$ cat config.mk
export PLATFORM = sky130hd
export DESIGN_NAME = radio_frame_rx_deframer_unit
export DESIGN_NICKNAME = d
export VERILOG_FILES = /design/src/rfd_pkg.sv /design/src/rfd_cfg.sv /design/src/radio_frame_rx_deframer_unit.sv
export SDC_FILE = /design/constraint.sdc
export NUM_CORES = 1
export LEC_CHECK = 0
export BUFFER_PORTS_ARGS = -buffer_cell sky130_fd_sc_hd__buf_2
export CORE_MARGIN = 4
export CORE_UTILIZATION = 55
export DETAILED_ROUTE_END_ITERATION = 8
export PLACE_DENSITY = 0.82
export SKIP_LAST_GASP = 1
export SYNTH_ARGS = -nofsm -noshare
export SYNTH_HDL_FRONTEND = slang
export SYNTH_SLANG_ARGS = --single-unit
$ cat constraint.sdc
create_clock -name clk_i -period 3.7 [get_ports clk_i]
set_input_delay 0.37 -clock clk_i [delete_from_list [all_inputs] [get_ports clk_i]]
set_output_delay 0.37 -clock clk_i [all_outputs]
set_load 0.005 [all_outputs]
$ cat src/rfd_pkg.sv
`default_nettype none

package rfd_pkg;

  // Configuration register indexes, word addressed on the APB port.
  localparam logic [1:0] REG_NODE_ADDRESS       = 2'd0;
  localparam logic [1:0] REG_PROMISCUOUS        = 2'd1;
  localparam logic [1:0] REG_BROADCAST_ADDRESS  = 2'd2;
  localparam logic [1:0] REG_MAX_PAYLOAD_LENGTH = 2'd3;

  localparam logic [7:0] NODE_ADDRESS_RESET       = 8'd0;
  localparam logic       PROMISCUOUS_RESET        = 1'b0;
  localparam logic [7:0] BROADCAST_ADDRESS_RESET  = 8'd255;
  localparam logic [7:0] MAX_PAYLOAD_LENGTH_RESET = 8'd66;

  // Result kinds.
  localparam logic [1:0] KIND_DATA   = 2'd0;
  localparam logic [1:0] KIND_HEADER = 2'd1;
  localparam logic [1:0] KIND_DROP   = 2'd2;

  // Control byte flags.
  localparam logic [7:0] CTL_IS_ACK     = 8'h80;
  localparam logic [7:0] CTL_ACK_WANTED = 8'h40;

  // Smallest length byte that still covers target, sender and control.
  localparam logic [7:0] HEADER_BYTES = 8'd3;

  typedef struct packed {
    logic [7:0] node_address;
    logic       promiscuous;
    logic [7:0] broadcast_address;
    logic [7:0] max_payload_length;
  } rfd_cfg_t;

  typedef struct packed {
    logic [1:0] kind;
    logic [7:0] data_byte;
    logic [7:0] byte_index;
    logic [7:0] data_length;
    logic [7:0] target_id;
    logic [7:0] sender_id;
    logic       is_ack;
    logic       ack_wanted;
    logic       ack_reply_due;
    logic       last_of_frame;
  } rfd_result_t;

endpackage

`default_nettype wire

$ cat src/rfd_cfg.sv
`default_nettype none

module rfd_cfg
  import rfd_pkg::*;
(
  input  wire logic        clk_i,
  input  wire logic        rst_ni,
  input  wire logic        psel,
  input  wire logic        penable,
  input  wire logic        pwrite,
  input  wire logic [3:0]  paddr,
  input  wire logic [31:0] pwdata,
  output      logic [31:0] prdata,
  output      logic        pready,
  output      rfd_cfg_t    cfg_o
);

  rfd_cfg_t   cfg_q;
  logic       wr_en;
  logic [1:0] reg_idx;

  assign pready  = 1'b1;
  assign reg_idx = paddr[3:2];
  assign wr_en   = psel && penable && pwrite && pready;

  always_ff @(posedge clk_i or negedge rst_ni) begin
    if (!rst_ni) begin
      cfg_q.node_address       <= NODE_ADDRESS_RESET;
      cfg_q.promiscuous        <= PROMISCUOUS_RESET;
      cfg_q.broadcast_address  <= BROADCAST_ADDRESS_RESET;
      cfg_q.max_payload_length <= MAX_PAYLOAD_LENGTH_RESET;
    end else if (wr_en) begin
      case (reg_idx)
        REG_NODE_ADDRESS:       cfg_q.node_address       <= pwdata[7:0];
        REG_PROMISCUOUS:        cfg_q.promiscuous        <= pwdata[0];
        REG_BROADCAST_ADDRESS:  cfg_q.broadcast_address  <= pwdata[7:0];
        REG_MAX_PAYLOAD_LENGTH: cfg_q.max_payload_length <= pwdata[7:0];
        default: ;
      endcase
    end
  end

  always_comb begin
    prdata = '0;
    case (reg_idx)
      REG_NODE_ADDRESS:       prdata = {24'd0, cfg_q.node_address};
      REG_PROMISCUOUS:        prdata = {31'd0, cfg_q.promiscuous};
      REG_BROADCAST_ADDRESS:  prdata = {24'd0, cfg_q.broadcast_address};
      REG_MAX_PAYLOAD_LENGTH: prdata = {24'd0, cfg_q.max_payload_length};
      default:                prdata = '0;
    endcase
  end

  assign cfg_o = cfg_q;

endmodule

`default_nettype wire

$ cat src/radio_frame_rx_deframer_unit.sv
`default_nettype none

// Receive deframer for a small packet radio link. Bytes from the receive FIFO
// enter one item per clock while in_ready_o is high; frame_start_i marks the
// length byte of each frame. The block emits at most one result per input item:
// a drop result at the target byte when the frame is too short or not for this
// node, a header result after the control byte, and then one data result per
// payload byte with its index and a last mark. An accepted item is held in an
// input register; when the result register is free or being emptied, the
// parser updates its state from it and loads the result register, and the
// block sustains one item per clock while results are taken. The input
// register keeps taking items while a result waits in the result register, as
// long as that stage can drain; only a held result together with a pending
// input item stalls in_ready_o. Configuration is written through the APB port
// (node address, promiscuous flag, broadcast address, length clamp at byte
// addresses 0, 4, 8 and 12) and should change only while no frame is in flight.

module radio_frame_rx_deframer_unit
  import rfd_pkg::*;
(
  input  wire logic        clk_i,
  input  wire logic        rst_ni,
  // Configuration port.
  input  wire logic        psel,
  input  wire logic        penable,
  input  wire logic        pwrite,
  input  wire logic [3:0]  paddr,
  input  wire logic [31:0] pwdata,
  output      logic [31:0] prdata,
  output      logic        pready,
  // Input channel.
  input  wire logic        in_valid_i,
  output      logic        in_ready_o,
  input  wire logic [7:0]  rx_byte_i,
  input  wire logic        frame_start_i,
  // Result channel.
  output      logic        out_valid_o,
  input  wire logic        out_ready_i,
  output      logic [1:0]  kind_o,
  output      logic [7:0]  data_byte_o,
  output      logic [7:0]  byte_index_o,
  output      logic [7:0]  data_length_o,
  output      logic [7:0]  target_id_o,
  output      logic [7:0]  sender_id_o,
  output      logic        is_ack_o,
  output      logic        ack_wanted_o,
  output      logic        ack_reply_due_o,
  output      logic        last_of_frame_o
);

  // Parser phases.
  localparam logic [2:0] PH_IDLE    = 3'd0;
  localparam logic [2:0] PH_TARGET  = 3'd1;
  localparam logic [2:0] PH_SENDER  = 3'd2;
  localparam logic [2:0] PH_CONTROL = 3'd3;
  localparam logic [2:0] PH_DATA    = 3'd4;

  rfd_cfg_t cfg;

  rfd_cfg u_cfg (
    .clk_i   (clk_i),
    .rst_ni  (rst_ni),
    .psel    (psel),
    .penable (penable),
    .pwrite  (pwrite),
    .paddr   (paddr),
    .pwdata  (pwdata),
    .prdata  (prdata),
    .pready  (pready),
    .cfg_o   (cfg)
  );

  // Input register stage.
  logic       in_vld_q;
  logic [7:0] byte_q;
  logic       start_q;

  // Result register stage.
  logic        out_vld_q;
  logic        out_vld_d;
  rfd_result_t res_q;
  rfd_result_t res_d;

  // Parser state.
  logic [2:0] phase_q, phase_d;
  logic [7:0] clen_q, clen_d;
  logic [7:0] pos_q, pos_d;
  logic [7:0] tgt_q, tgt_d;
  logic [7:0] snd_q, snd_d;

  logic       advance;
  logic       has_result;
  logic [7:0] dlen;
  logic [8:0] pos_inc;
  logic       addr_ok;
  logic       data_last;

  // The item in the input register is processed when the result register is
  // free or is being emptied in this cycle.
  assign advance    = in_vld_q && (!out_vld_q || out_ready_i);
  assign in_ready_o = !in_vld_q || advance;

  always_ff @(posedge clk_i or negedge rst_ni) begin
    if (!rst_ni) begin
      in_vld_q <= 1'b0;
    end else if (in_ready_o) begin
      in_vld_q <= in_valid_i;
    end
  end

  always_ff @(posedge clk_i) begin
    if (in_ready_o && in_valid_i) begin
      byte_q  <= rx_byte_i;
      start_q <= frame_start_i;
    end
  end

  assign dlen      = clen_q - HEADER_BYTES;
  assign pos_inc   = {1'b0, pos_q} + 9'd1;
  assign data_last = pos_inc >= {1'b0, dlen};
  assign addr_ok   = cfg.promiscuous || (byte_q == cfg.node_address) ||
                     (byte_q == cfg.broadcast_address);

  // One parsing step for the byte in the input register.
  always_comb begin
    phase_d    = phase_q;
    clen_d     = clen_q;
    pos_d      = pos_q;
    tgt_d      = tgt_q;
    snd_d      = snd_q;
    has_result = 1'b0;
    res_d      = '0;

    if (start_q) begin
      // A frame start always begins a new frame, abandoning any partial one.
      clen_d  = (byte_q > cfg.max_payload_length) ? cfg.max_payload_length : byte_q;
      pos_d   = '0;
      tgt_d   = '0;
      snd_d   = '0;
      phase_d = PH_TARGET;
    end else begin
      case (phase_q)
        PH_TARGET: begin
          tgt_d = byte_q;
          if (!addr_ok || (clen_q < HEADER_BYTES)) begin
            phase_d             = PH_IDLE;
            has_result          = 1'b1;
            res_d.kind          = KIND_DROP;
            res_d.target_id     = byte_q;
            res_d.last_of_frame = 1'b1;
          end else begin
            phase_d = PH_SENDER;
          end
        end
        PH_SENDER: begin
          snd_d   = byte_q;
          phase_d = PH_CONTROL;
        end
        PH_CONTROL: begin
          pos_d               = '0;
          phase_d             = (dlen != 8'd0) ? PH_DATA : PH_IDLE;
          has_result          = 1'b1;
          res_d.kind          = KIND_HEADER;
          res_d.data_length   = dlen;
          res_d.target_id     = tgt_q;
          res_d.sender_id     = snd_q;
          res_d.is_ack        = |(byte_q & CTL_IS_ACK);
          res_d.ack_wanted    = |(byte_q & CTL_ACK_WANTED);
          res_d.ack_reply_due = |(byte_q & CTL_ACK_WANTED) &&
                                (tgt_q != cfg.broadcast_address);
          res_d.last_of_frame = (dlen == 8'd0);
        end
        PH_DATA: begin
          pos_d               = pos_inc[7:0];
          phase_d             = data_last ? PH_IDLE : PH_DATA;
          has_result          = 1'b1;
          res_d.kind          = KIND_DATA;
          res_d.data_byte     = byte_q;
          res_d.byte_index    = pos_q;
          res_d.data_length   = dlen;
          res_d.target_id     = tgt_q;
          res_d.sender_id     = snd_q;
          res_d.last_of_frame = data_last;
        end
        default: begin
          // Idle or unused code: the byte is ignored.
          phase_d = PH_IDLE;
        end
      endcase
    end
  end

  always_ff @(posedge clk_i or negedge rst_ni) begin
    if (!rst_ni) begin
      phase_q <= PH_IDLE;
      clen_q  <= '0;
      pos_q   <= '0;
      tgt_q   <= '0;
      snd_q   <= '0;
    end else if (advance) begin
      phase_q <= phase_d;
      clen_q  <= clen_d;
      pos_q   <= pos_d;
      tgt_q   <= tgt_d;
      snd_q   <= snd_d;
    end
  end

  // The result register is loaded on an advance; otherwise it drains when taken.
  always_comb begin
    out_vld_d = out_vld_q;
    if (advance) begin
      out_vld_d = has_result;
    end else if (out_ready_i) begin
      out_vld_d = 1'b0;
    end
  end

  always_ff @(posedge clk_i or negedge rst_ni) begin
    if (!rst_ni) begin
      out_vld_q <= 1'b0;
    end else begin
      out_vld_q <= out_vld_d;
    end
  end

  always_ff @(posedge clk_i) begin
    if (advance && has_result) begin
      res_q <= res_d;
    end
  end

  assign out_valid_o     = out_vld_q;
  assign kind_o          = res_q.kind;
  assign data_byte_o     = res_q.data_byte;
  assign byte_index_o    = res_q.byte_index;
  assign data_length_o   = res_q.data_length;
  assign target_id_o     = res_q.target_id;
  assign sender_id_o     = res_q.sender_id;
  assign is_ack_o        = res_q.is_ack;
  assign ack_wanted_o    = res_q.ack_wanted;
  assign ack_reply_due_o = res_q.ack_reply_due;
  assign last_of_frame_o = res_q.last_of_frame;

endmodule

`default_nettype wire
=== Word level (Yosys, flattened, before mapping) ===
Cells that the tools add are included.

* $add $sub $neg: 2
* Multiply operators: 0
* Divide/modulo/power cells: 0
* Order comparisons: 3
* Equal/unequal tests: 10
* Shifts and indexed selects: 0
* Multiplexer cells: 23
* Bitwise gates (word level): 3
* Reductions and logical operators: 33

{| class="wikitable"
|+ Operators with widths
! cell !! count
|-
| case mux 32 bit (4 select lines) || 1
|-
| 2-to-1 mux 8 bit || 7
|-
| case mux 8 bit (2 select lines) || 2
|-
| == test 8 bit || 2
|-
| AND reduction 2 bit || 8
|-
| case mux 3 bit (4 select lines) || 1
|-
| adder 8 x 1 -> 9 bit (second input constant) || 1
|-
| >= comparator 9 x 8 -> 1 bit || 1
|-
| 2-to-1 mux 3 bit || 3
|-
| > comparator 8 bit || 1
|-
| zero test 8 bit || 1
|-
| < comparator 8 x 2 -> 1 bit (second input constant) || 1
|-
| inequality test 8 bit || 1
|-
| nonzero test 8 bit || 1
|-
| OR reduction 2 bit || 4
|-
| subtractor 8 x 2 -> 8 bit (second input constant) || 1
|-
| == test 3 x 2 -> 1 bit (second input constant) || 2
|-
| logical AND 1 bit || 6
|-
| nonzero test 2 bit || 3
|-
| logical OR 1 bit || 5
|-
| == test 2 bit (second input constant) || 2
|-
| 2-to-1 mux 1 bit || 4
|-
| 2-to-1 mux 2 bit || 2
|-
| case mux 2 bit (2 select lines) || 1
|-
| 9 further kinds || 13
|}

* Flip-flop bits (word level): 117
* Latch bits: 0
* Bits in writable memories: 0
* ROM bits: 0
* Input bits: 52
* Output and inout bits: 81
* Logic and storage cells: 97
* Memories: 0

=== Longest topological paths before layout ===
Gate-level depths: netlist (run 1).

* Word-level depth: 9
* Depth in mapped cells: 10
* Gate-level depth less buffers: 10

=== By module ===
Synthesis (run 1) repeated with hierarchy kept, for this count alone.

* Cell total of the unflattened synthesis: 520
* Area, all modules: 6112.1 um^2

{| class="wikitable"
|+ By module, submodules not included
! module !! instances !! cells an instance !! area each (um^2) !! seq. area each (um^2)
|-
| radio_frame_rx_deframer_unit || 1 || 418 || 4734.5 || 2577.5
|-
| rfd_cfg || 1 || 102 || 1377.6 || 638.1
|}

=== Worst setup path after synthesis (run 1) ===
No wires, ideal clock.

* Kind: reg2reg
* Start point: register clen_q[6]
* End point: register res_q (netlist bit ack_reply_due_o), enable pin
* Setup time: 404 ps
* Data arrival time: 2279 ps
* Required time: 3296 ps
* Path slack: 1016 ps
* Stages on the path, launching flop included: 6
* Path buffers: 1
* Period minus slack after synthesis: 2684 ps
* Cell sequence: dfrtp_1 > or3_4 > nor4b_4 > buf_6 > a22oi_1 > nand2_1

* Cells in the longest elaborated chain, start to end: 6

{| class="wikitable"
|+ RTL lines
! element !! RTL line !! RTL
|-
| start, declared || radio_frame_rx_deframer_unit.sv:86 || <nowiki>logic [7:0] clen_q, clen_d;</nowiki>
|-
| start signal, assigned || radio_frame_rx_deframer_unit.sv:202 || <nowiki>clen_q <= clen_d;</nowiki>
|-
| < comparator 8 x 2 -> 1 bit || radio_frame_rx_deframer_unit.sv:145 || <nowiki>if (!addr_ok || (clen_q < HEADER_BYTES)) begin</nowiki>
|-
| logical OR 1 bit || radio_frame_rx_deframer_unit.sv:145 ||
|-
| 2-to-1 mux 1 bit || radio_frame_rx_deframer_unit.sv:145 ||
|-
| case mux 1 bit (2 select lines) || radio_frame_rx_deframer_unit.sv:142 || <nowiki>case (phase_q)</nowiki>
|-
| 2-to-1 mux 1 bit || radio_frame_rx_deframer_unit.sv:134 || <nowiki>if (start_q) begin</nowiki>
|-
| logical AND 1 bit || radio_frame_rx_deframer_unit.sv:228 || <nowiki>if (advance && has_result) begin</nowiki>
|-
| end signal, assigned || radio_frame_rx_deframer_unit.sv:229 || <nowiki>res_q <= res_d;</nowiki>
|-
| end, declared || radio_frame_rx_deframer_unit.sv:81 || <nowiki>rfd_result_t res_q;</nowiki>
|}

No other way between the ends.
A chain may end at the register's enable or synchronous reset.

=== Final worst setup path (run 1) ===
* Start point: register out_vld_q (netlist: out_valid_o)
* End point: register res_q (netlist bit ack_reply_due_o), enable pin

* Cells in the longest elaborated chain, start to end: 4

{| class="wikitable"
|+ RTL lines
! element !! RTL line !! RTL
|-
| start, declared || radio_frame_rx_deframer_unit.sv:79 || <nowiki>logic out_vld_q;</nowiki>
|-
| start signal, assigned || radio_frame_rx_deframer_unit.sv:223 || <nowiki>out_vld_q <= out_vld_d;</nowiki>
|-
| zero test 1 bit || radio_frame_rx_deframer_unit.sv:100 || <nowiki>assign advance = in_vld_q && (!out_vld_q || out_ready_i);</nowiki>
|-
| logical OR 1 bit || radio_frame_rx_deframer_unit.sv:100 ||
|-
| logical AND 1 bit || radio_frame_rx_deframer_unit.sv:100 ||
|-
| logical AND 1 bit || radio_frame_rx_deframer_unit.sv:228 ||
|}

No other way between the ends.

==> results.sh, run 1 <==
export IMPL_synth_xor_area_share_pct=5.20
export IMPL_grt_max_degree=36
export IMPL_synth_top_family_by_area="simple AND/OR/NAND/NOR gates"
export IMPL_combPwrFrac_pct=19.2
export IMPL_worst_pin_slew_ns=0.769
export IMPL_fmax_mhz=364
export IMPL_r2r_end="ack_reply_due_o"
export IMPL_post_cts_buffers=0
export IMPL_synth_compound_area_share_pct=11.4
export IMPL_drt_pass1_iter_count=5
export IMPL_power_density_mw_per_mm2=619
export IMPL_clock_sinks=117
export IMPL_setup_violations=0
export IMPL_dr_total_vias=4430
export IMPL_critical_path_class="flip-flop to flip-flop"
export IMPL_crit_slowest_cell="nor4_4"
export IMPL_worst_slack_ns=0.951
export IMPL_synth_top_area_share_pct=26.5
export IMPL_ctsLongestPathBuffers=2
export IMPL_reg2reg_from="out_valid_o"
export IMPL_grt_total_usage_pct=22.1
export IMPL_path_buf_inv=1
export IMPL_worst_path_max_fanout=28
export IMPL_final_area_mm2=0.00718
export IMPL_setup_worst_path_start_class="flip-flop"
export IMPL_syn_area_per_cell_um2=11.9
export IMPL_muxShareOfSynthArea_pct=7.65
export IMPL_worstSkewPairLatency_ns=0.40
export IMPL_cp_arrival_ns=2.85
export IMPL_globalplace_congestion=0.870
export IMPL_ant_nets=0
export IMPL_grt_pass1_wl_um=22500
export IMPL_slew_headroom_pct=48.7
export IMPL_clkPwrFrac_pct=40.3
export IMPL_syn_area_mm2=0.00623
export IMPL_final_cell_mix="buf_2 (81), edfxtp_1 (55), dfrtp_1 (52)"
export IMPL_instances_no_fill=749
export IMPL_yosys_warnings=0
export IMPL_leakagePower_nw=3.08
export IMPL_final_core_util_pct=65.4
export IMPL_synth_area_top_cells="edfxtp_1 (27%), dfrtp_1 (21%), mux2_2 (5.8%)"
export IMPL_synth_area_leader_cell="edfxtp_1"
export IMPL_synthFlopType="edfxtp_1"
export IMPL_synth_adder_area_share_pct=3.62
export IMPL_grt_overflow=0
export IMPL_cts_clk_slew_worst_paths_ns=0.06
export IMPL_num_rows=38
export IMPL_cts_tree="built"
export IMPL_path_delay_family="simple AND/OR/NAND/NOR gates"
export IMPL_nFillCells=802
export IMPL_synth_edff_count=55
export IMPL_htreeDepth=4
export IMPL_hold_violations=0
export IMPL_pwr_share_seq_pct=40.6
export IMPL_die_x_um=114
export IMPL_routed_via_density=5.91
export IMPL_grt_pass1_vias=4452
export IMPL_critPathLaunch="out_valid_o"
export IMPL_cp_required_ns=3.80
export IMPL_drtIter0Drc=338
export IMPL_cts_resized_gates=0
export IMPL_drc=0
export IMPL_fin_hold_ws_ns=0.0380
export IMPL_reg2regPathDepth=6
export IMPL_hold_class="input pin to async pin"
export IMPL_final_common_cell="buf_2"
export IMPL_fin_skew_ns=0.00587
export IMPL_finalCriticalPeriod_ns=2.75
export IMPL_end_kind="flip-flop"
export IMPL_status="finished clean"
export IMPL_core_mm2=0.0110
export IMPL_die_area_mm2=0.0131
export IMPL_p_switching_mw=1.27
export IMPL_clock_root_buffer="clkbuf_16"
export IMPL_slew_viol_final=0
export IMPL_rrSetupSlack_ns=0.95
export IMPL_ys_ff_latch=117
export IMPL_placedCellCount=717
export IMPL_cts_buffers=17
export IMPL_die_y_um=114
export IMPL_io_buffers=81
export IMPL_synthCells=522
export IMPL_synth_async_reset_ratio_pct=53.0
export IMPL_wirelength_um=14000
export IMPL_critical_path_max_stage_delay_ns=0.58
export IMPL_period_share_pct=74.3
export IMPL_initial_utilization_pct=56.7
export IMPL_grt_antenna_before_repair=0
export IMPL_max_cap_violations=0
export IMPL_p_int_mw=3.17
export IMPL_nets=666
export IMPL_cts_hold_buffers=0
export IMPL_ios=133
export IMPL_path_cells="nand2b_1 > nand2_1 > nor4_4 > a22oi_1 > nand2_2 > buf_12"
export IMPL_fin_setup_tns_ns=0
export IMPL_switching_share_pct=28.6
export IMPL_power_mw=4.44
export IMPL_rsz0062_at_grt="false"
export IMPL_layout_drive_gt1_share_pct=29.2
export IMPL_syn2layout_area_growth_pct=15.2
export IMPL_place_area_mm2=0.00653
export IMPL_antenna_cells=0
export IMPL_yosysSeqAreaShare_pct=51.6
export IMPL_pre_cts_slack_ns=0.881
export IMPL_wire_per_inst_um=18.7
export IMPL_vdd_ir_drop_max_uv=353
export IMPL_dp_hpwl_um=9530
export IMPL_yosys_area_share_simple_pct=13.0
export IMPL_synth_cell_types=63
[metal layers]
layer,GRT usage [%],vias to the layer above,part of all wire [%]
li1,-,2012,-
met1,29.5,2125,41
met2,35.6,255,47
met3,5.34,38,9.6
met4,7.28,0,2.4
met5,0,-,0
[layout make-up]
type	count	area [um^2]	area share (%)
timing repair buffer	86	455	6.34
clock buffer	19	443	6.17
inverter	12	45.0	0.628
sequential	117	3220	44.8
multi-input combinational	362	2640	36.8
clock inverter	13	204	2.84
tap	140	175	2.44
[flip-flops by register name, summed over array words and instances (netlist names)]
signal           flops
u_cfg.cfg_o         25
byte_index_o         8
byte_q               8
clen_q               8
data_byte_o          8
data_length_o        8
pos_q                8
sender_id_o          8
snd_q                8
target_id_o          8
tgt_q                8
phase_q              3
kind_o               2
ack_reply_due_o      1
ack_wanted_o         1
in_vld_q             1
is_ack_o             1
last_of_frame_o      1
out_valid_o          1
start_q              1
[power by group through the flow]
stage | sequential, mW | clock [mW] | combinational (mW)
floorplan | 1.74 | 0 | 0.675
global placement | 1.80 | 0 | 0.782
detailed placement | 1.82 | 0 | 0.823
CTS | 1.80 | 1.80 | 0.849
finish | 1.80 | 1.79 | 0.851
global route | 1.83 | 1.86 | 0.948
[cell usage after synthesis (all sizes together), types with 7 or more instances]
master  count
edfxtp     55
dfrtp      52
buf        49
nor2       36
mux2       32
xor2       29
o21ai      26
nand2      25
a22o       20
ha         18
a21oi      17
and2       15
inv        12
nand4      11
nor2b      11
a31oi      10
dfstp      10
mux2i       9
nand3       9
nor3        9
a32oi       8
o221ai      8
xnor2       8
nor4        7
[cells by family (layout without fill, tap and decap cells)]
logic type,count (synthesis),count (layout)
buffers and inverters,66,130
other,2,25
DFF,117,117
muxes,42,42
and+or+nand+nor,141,141
AOI/OAI and AO/OA,99,99
adders and majority gates,18,18
xor gates and xnor gates,37,37
[worst max-delay path by stage]
stage                                 end  slack [ns]  depth (start not counted)
after floorplan           ack_reply_due_o        1.02                          5
after global placement    ack_reply_due_o        0.94                          7
after detailed placement  ack_reply_due_o        0.88                          7
after CTS                  target_id_o[3]        0.96                          6
after global routing      ack_reply_due_o        0.74                          6
final                     ack_reply_due_o        0.95                          6
Note: power is estimated with default switching activity, not from simulation.
==> inputs of run 2 (changes only) <==
CORE_UTILIZATION = 50   (was 55)
PLACE_DENSITY = 0.79   (was 0.82)
clock period = 2.5 ns   (was 3.7 ns; I/O delays follow)
==> results.sh, run 2 (synthesis gave the netlist of run 1 again) <==
export IMPL_status="finished clean"
export IMPL_core_mm2=0.0121
export IMPL_power_mw=6.63
export IMPL_syn2layout_area_growth_pct=19.2
export IMPL_clock_root_buffer="clkbuf_16"
export IMPL_setup_violations=0
export IMPL_hold_class="input pin to flip-flop"
export IMPL_fmax_mhz=417
export IMPL_die_x_um=120
export IMPL_wirelength_um=14200
export IMPL_final_common_cell="buf_2"
export IMPL_finalCriticalPeriod_ns=2.40
export IMPL_hold_violations=0
export IMPL_drtIter0Drc=320
export IMPL_critical_path_class="flip-flop to flip-flop"
export IMPL_drc=0
export IMPL_worstSkewPairLatency_ns=0.41
export IMPL_layout_drive_gt1_share_pct=32.6
export IMPL_period_share_pct=95.8
export IMPL_grt_pass1_vias=4395
export IMPL_final_cell_mix="buf_2 (81), edfxtp_1 (55), dfrtp_1 (51)"
export IMPL_grt_antenna_before_repair=0
export IMPL_grt_max_degree=39
export IMPL_setup_worst_path_start_class="flip-flop"
export IMPL_grt_total_usage_pct=19.9
export IMPL_worst_slack_ns=0.104
export IMPL_clock_sinks=117
export IMPL_num_rows=40
export IMPL_wire_per_inst_um=17.8
export IMPL_ant_nets=0
export IMPL_routed_via_density=5.58
export IMPL_end_kind="flip-flop"
export IMPL_pre_cts_slack_ns=-0.00902
export IMPL_max_cap_violations=0
export IMPL_cp_required_ns=2.64
export IMPL_antenna_cells=0
export IMPL_htreeDepth=4
export IMPL_drt_pass1_iter_count=5
export IMPL_cp_arrival_ns=2.54
export IMPL_worst_path_max_fanout=2
export IMPL_ios=133
export IMPL_vdd_ir_drop_max_uv=625
export IMPL_grt_overflow=0
export IMPL_fin_skew_ns=0.00570
export IMPL_power_density_mw_per_mm2=892
export IMPL_ctsLongestPathBuffers=2
export IMPL_leakagePower_nw=3.20
export IMPL_largest_register_ffs=25
export IMPL_dp_hpwl_um=9920
export IMPL_rsz0062_at_grt="false"
export IMPL_slew_headroom_pct=56.8
export IMPL_grt_pass1_wl_um=22300
export IMPL_die_area_mm2=0.0143
export IMPL_initial_utilization_pct=51.4
export IMPL_cts_tree="built"
export IMPL_worst_pin_slew_ns=0.644
export IMPL_nets=689
export IMPL_die_y_um=120
export IMPL_cts_buffers=17
export IMPL_io_buffers=81
export IMPL_globalplace_congestion=0.842
export IMPL_slew_viol_final=0
export IMPL_dr_total_vias=4463
export IMPL_cts_clk_slew_worst_paths_ns=0.05
-- run 2: changes by cell type in the layout (fill, tap and decap cells not counted), sizes merged --
cell and delta:
buf +22, clkinv +2, clkinvlp -1, dlygate4sd3 +1, inv -1
-- run 2: stage by stage --
| stage | cell area (um^2) | setup TNS [ns] | hold WS [ns] | util [%] | instances |
|---|---|---|---|---|---|
| 2_1_floorplan | 6320 | 0 | -0.0456 | - | 545 |
| 3_3_place_gp | 6720 | 0 | 0.113 | 55.5 | 766 |
| 3_5_place_dp | 6720 | -0.00902 | 0.116 | 55.5 | 766 |
| 4_1_cts | 7360 | 0 | 0.00457 | 60.8 | 799 |
| 5_1_grt | 7430 | 0 | 0.00280 | 61.3 | 800 |
| 6_report | 7430 | 0 | 0.0171 | 61.3 | 800 |
-- run 2: power by group --
| group | switching [mW] | internal, mW | total [mW] | leakage (nW) |
|---|---|---|---|---|
| sequential | 0.311 | 2.34 | 2.65 | 1.29 |
| combinational | 0.751 | 0.669 | 1.42 | 1.61 |
| clock | 0.808 | 1.74 | 2.55 | 0.298 |
-- run 2: layout make-up --
type	instances	area, um^2
sequential	117	3220
tap	168	210
inverter	12	45.0
clock inverter	13	186
clock buffer	19	433
fill	954	4680
multi-input combinational	362	2710
timing repair buffer	109	631
-- run 2: worst paths after layout --
path	slack, ns	startpoint	to	cells past startpoint
max reg2reg	0.10	clen_q[6]	last_of_frame_o	9
max	0.10	clen_q[6]	last_of_frame_o	9
min reg2reg	0.49	snd_q[3]	snd_q[3]	2
min in group asynchronous	0.23	rst_ni	u_cfg.cfg_o[20]	2
min	0.02	rx_byte_i[2]	byte_q[2]	1
max in group asynchronous	1.62	rst_ni	pos_q[5]	3
-- run 2: routing by layer --
| layer | global-route usage [%] | part of all wire, % | vias up |
|---|---|---|---|
| met5 | 0 | 0 | - |
| met4 | 8.16 | 2.1 | 0 |
| met3 | 5.04 | 7.7 | 29 |
| met2 | 32.2 | 49 | 207 |
| met1 | 25.7 | 42 | 2162 |
| li1 | - | - | 2065 |
-- run 2: repair_timing --
| action | in CTS | in global routing |
|---|---|---|
| pin swaps | 0 | 2 |
| gates resized for setup | 2 | 12 |
| setup endpoints to repair | 1 | 1 |
| hold endpoints to repair | 7 | 0 |
| hold buffers | 1 | 0 |
| setup buffers | 0 | 1 |
-- run 2: critical path, cell delays in order (launching register included) --
cell	delay, ns
dfrtp_1	0.38
or3_4	0.41
nor3b_4	0.24
xnor2_2	0.15
ha_1	0.26
nand3_1	0.07
nor2_1	0.04
a211o_1	0.32
o21ai_2	0.15
a31oi_1	0.11
==> inputs of run 3 (changes only) <==
CORE_UTILIZATION = 55   (was 50)
PLACE_DENSITY = 0.82   (was 0.79)
clock period = 2.4 ns   (was 2.5 ns; I/O delays follow)
==> results.sh, run 3 (synthesis gave the netlist of run 1 again) <==
export IMPL_status="finished clean"
export IMPL_worstSkewPairLatency_ns=0.42
export IMPL_switching_share_pct=29.3
export IMPL_hold_violations=0
export IMPL_grt_overflow=0
export IMPL_pwr_share_seq_pct=41.1
export IMPL_grt_antenna_before_repair=0
export IMPL_antenna_cells=0
export IMPL_slew_headroom_pct=54.1
export IMPL_dp_hpwl_um=9960
export IMPL_combPwrFrac_pct=22.3
export IMPL_cp_required_ns=2.56
export IMPL_final_cell_mix="buf_2 (81), edfxtp_1 (55), dfrtp_1 (52)"
export IMPL_p_switching_mw=1.97
export IMPL_initial_utilization_pct=56.7
export IMPL_die_x_um=114
export IMPL_wl_met1_um=5850
export IMPL_die_y_um=114
export IMPL_max_cap_violations=0
export IMPL_crit_slowest_cell="dfrtp_1"
export IMPL_path_cells="ha_2 > buf_4 > xor2_2 > ha_1 > a21oi_1 > o21ai_0 > a211o_1 > o21ai_2 > a31oi_1"
export IMPL_wire_per_inst_um=18.1
export IMPL_nets=704
export IMPL_ant_nets=0
export IMPL_clkPwrFrac_pct=36.6
export IMPL_num_rows=38
export IMPL_ctsLongestPathBuffers=2
export IMPL_leakagePower_nw=3.24
export IMPL_route_met2_wl_um=7000
export IMPL_end_kind="flip-flop"
export IMPL_syn2layout_area_growth_pct=20.0
export IMPL_wl_met3_um=1150
export IMPL_vdd_ir_drop_max_uv=534
export IMPL_critical_path_max_stage_delay_ns=0.41
export IMPL_setup_worst_path_start_class="flip-flop"
export IMPL_drt_pass1_iter_count=5
export IMPL_setup_violations=0
export IMPL_multi_input_area_mm2=0.00269
export IMPL_worst_pin_slew_ns=0.688
export IMPL_rsz0062_at_grt="true"
export IMPL_regArea_mm2=0.00322
export IMPL_grt_pass1_wl_um=22800
export IMPL_final_area_mm2=0.00748
export IMPL_clock_root_buffer="clkbuf_16"
export IMPL_cp_arrival_ns=2.45
export IMPL_p_int_mw=4.75
export IMPL_routed_via_density=5.75
export IMPL_cts_buffers=17
export IMPL_top_layer="met4"
export IMPL_drtIter0Drc=247
export IMPL_path_delay_family="compound AO/OA/AOI/OAI gates"
export IMPL_final_common_cell="buf_2"
export IMPL_grt_pass1_vias=4450
export IMPL_core_mm2=0.0110
export IMPL_finalCriticalPeriod_ns=2.29
export IMPL_largest_register_ffs=25
export IMPL_nFillCells=781
export IMPL_clock_sinks=117
export IMPL_globalplace_congestion=0.893
export IMPL_path_buf_inv=1
export IMPL_fin_skew_ns=0.0107
export IMPL_cts_tree="built"
export IMPL_slew_viol_final=0
export IMPL_layout_drive_gt1_share_pct=33.5
export IMPL_wirelength_um=14200
export IMPL_cts_clk_slew_worst_paths_ns=0.06
export IMPL_power_density_mw_per_mm2=899
export IMPL_die_area_mm2=0.0131
export IMPL_grt_total_usage_pct=22.8
export IMPL_htreeDepth=4
export IMPL_place_area_mm2=0.00673
export IMPL_drc=0
export IMPL_period_share_pct=95.5
export IMPL_io_buffers=81
export IMPL_dr_total_vias=4525
export IMPL_worst_path_max_fanout=3
export IMPL_power_mw=6.72
export IMPL_critical_path_class="flip-flop to flip-flop"
export IMPL_fmax_mhz=437
export IMPL_ios=133
export IMPL_grt_max_degree=40
export IMPL_hold_class="input pin to flip-flop"
run 3: cell types whose count changed in the layout (fill, tap and decap cells not counted), sizes merged:
cell / previous run / this run
dlygate4sd3: 1 / 9
buf: 108 / 115
clkbuf: 19 / 25
clkinv: 7 / 2
bufinv: 5 / 1
inv: 12 / 14
clkinvlp: 1 / 2
run 3: per-stage QoR:
step	worst slack (ns)	instances	hold WS, ns	utilization (%)	TNS [ns]
5_1_grt	-0.0329	787	0.00978	68.1	-0.0345
6_report	0.109	787	0.00627	68.1	0
3_3_place_gp	0.00221	743	0.203	61.2	0
4_1_cts	0.00931	785	0.00349	67.7	0
2_1_floorplan	0.0597	545	-0.0556	-	0
3_5_place_dp	-0.0305	743	0.209	61.2	-0.0305
run 3: metal layers:
| metal | GRT usage, % | vias to the layer above |
|---|---|---|
| met3 | 6.18 | 23 |
| met1 | 29.6 | 2218 |
| met5 | 0 | - |
| met4 | 5.94 | 0 |
| li1 | - | 2084 |
| met2 | 37.8 | 200 |
run 3: final timing paths:
path | from | end | slack [ns] | cells past startpoint
setup / recovery | clen_q[0] | last_of_frame_o | 0.11 | 9
hold / removal | rx_byte_i[0] | byte_q[0] | 0.006 | 1
setup reg to reg | clen_q[0] | last_of_frame_o | 0.11 | 9
hold reg to reg | snd_q[4] | snd_q[4] | 0.51 | 2
max in group asynchronous | rst_ni | pos_q[5] | 1.37 | 3
min in group asynchronous | rst_ni | u_cfg.cfg_o[16] | 0.31 | 2
run 3: power by group through the flow:
stage / Combinational [mW] / Sequential, mW / Clock [mW]
2_1_floorplan: 1.04 / 2.68 / 0
3_3_place_gp: 1.35 / 2.75 / 0
3_5_place_dp: 1.42 / 2.77 / 0
4_1_cts: 1.46 / 2.75 / 2.47
5_1_grt: 1.65 / 2.80 / 2.57
6_report: 1.50 / 2.76 / 2.46
run 3: area by class of cell:
cell class,count,share of cell area [%]
Sequential cell,117,43.0
Multi-Input combinational cell,362,36.0
Timing Repair Buffer,124,10.2
Clock buffer,25,6.91
Tap cell,140,2.34
Clock inverter,7,0.904
Inverter,12,0.603
run 3: repair_timing:
action                                 4_1_cts  5_1_grt
hold buffers                                 9        0
setup endpoints to repair                    1        2
pin swaps                                    1        6
endpoints found under the hold margin       20        0
resized for setup                            5        8
setup buffers                                1        2
run 3: worst reg2reg max path: cells and delay by family (launching register included):
| kind | cells | cell delay, ns |
|---|---|---|
| DFF | 1 | 0.41 |
| buffers and inverters | 1 | 0.15 |
| AOI/OAI and AO/OA | 5 | 0.76 |
| adders and majority gates | 2 | 0.55 |
| xor gates and xnor gates | 1 | 0.16 |
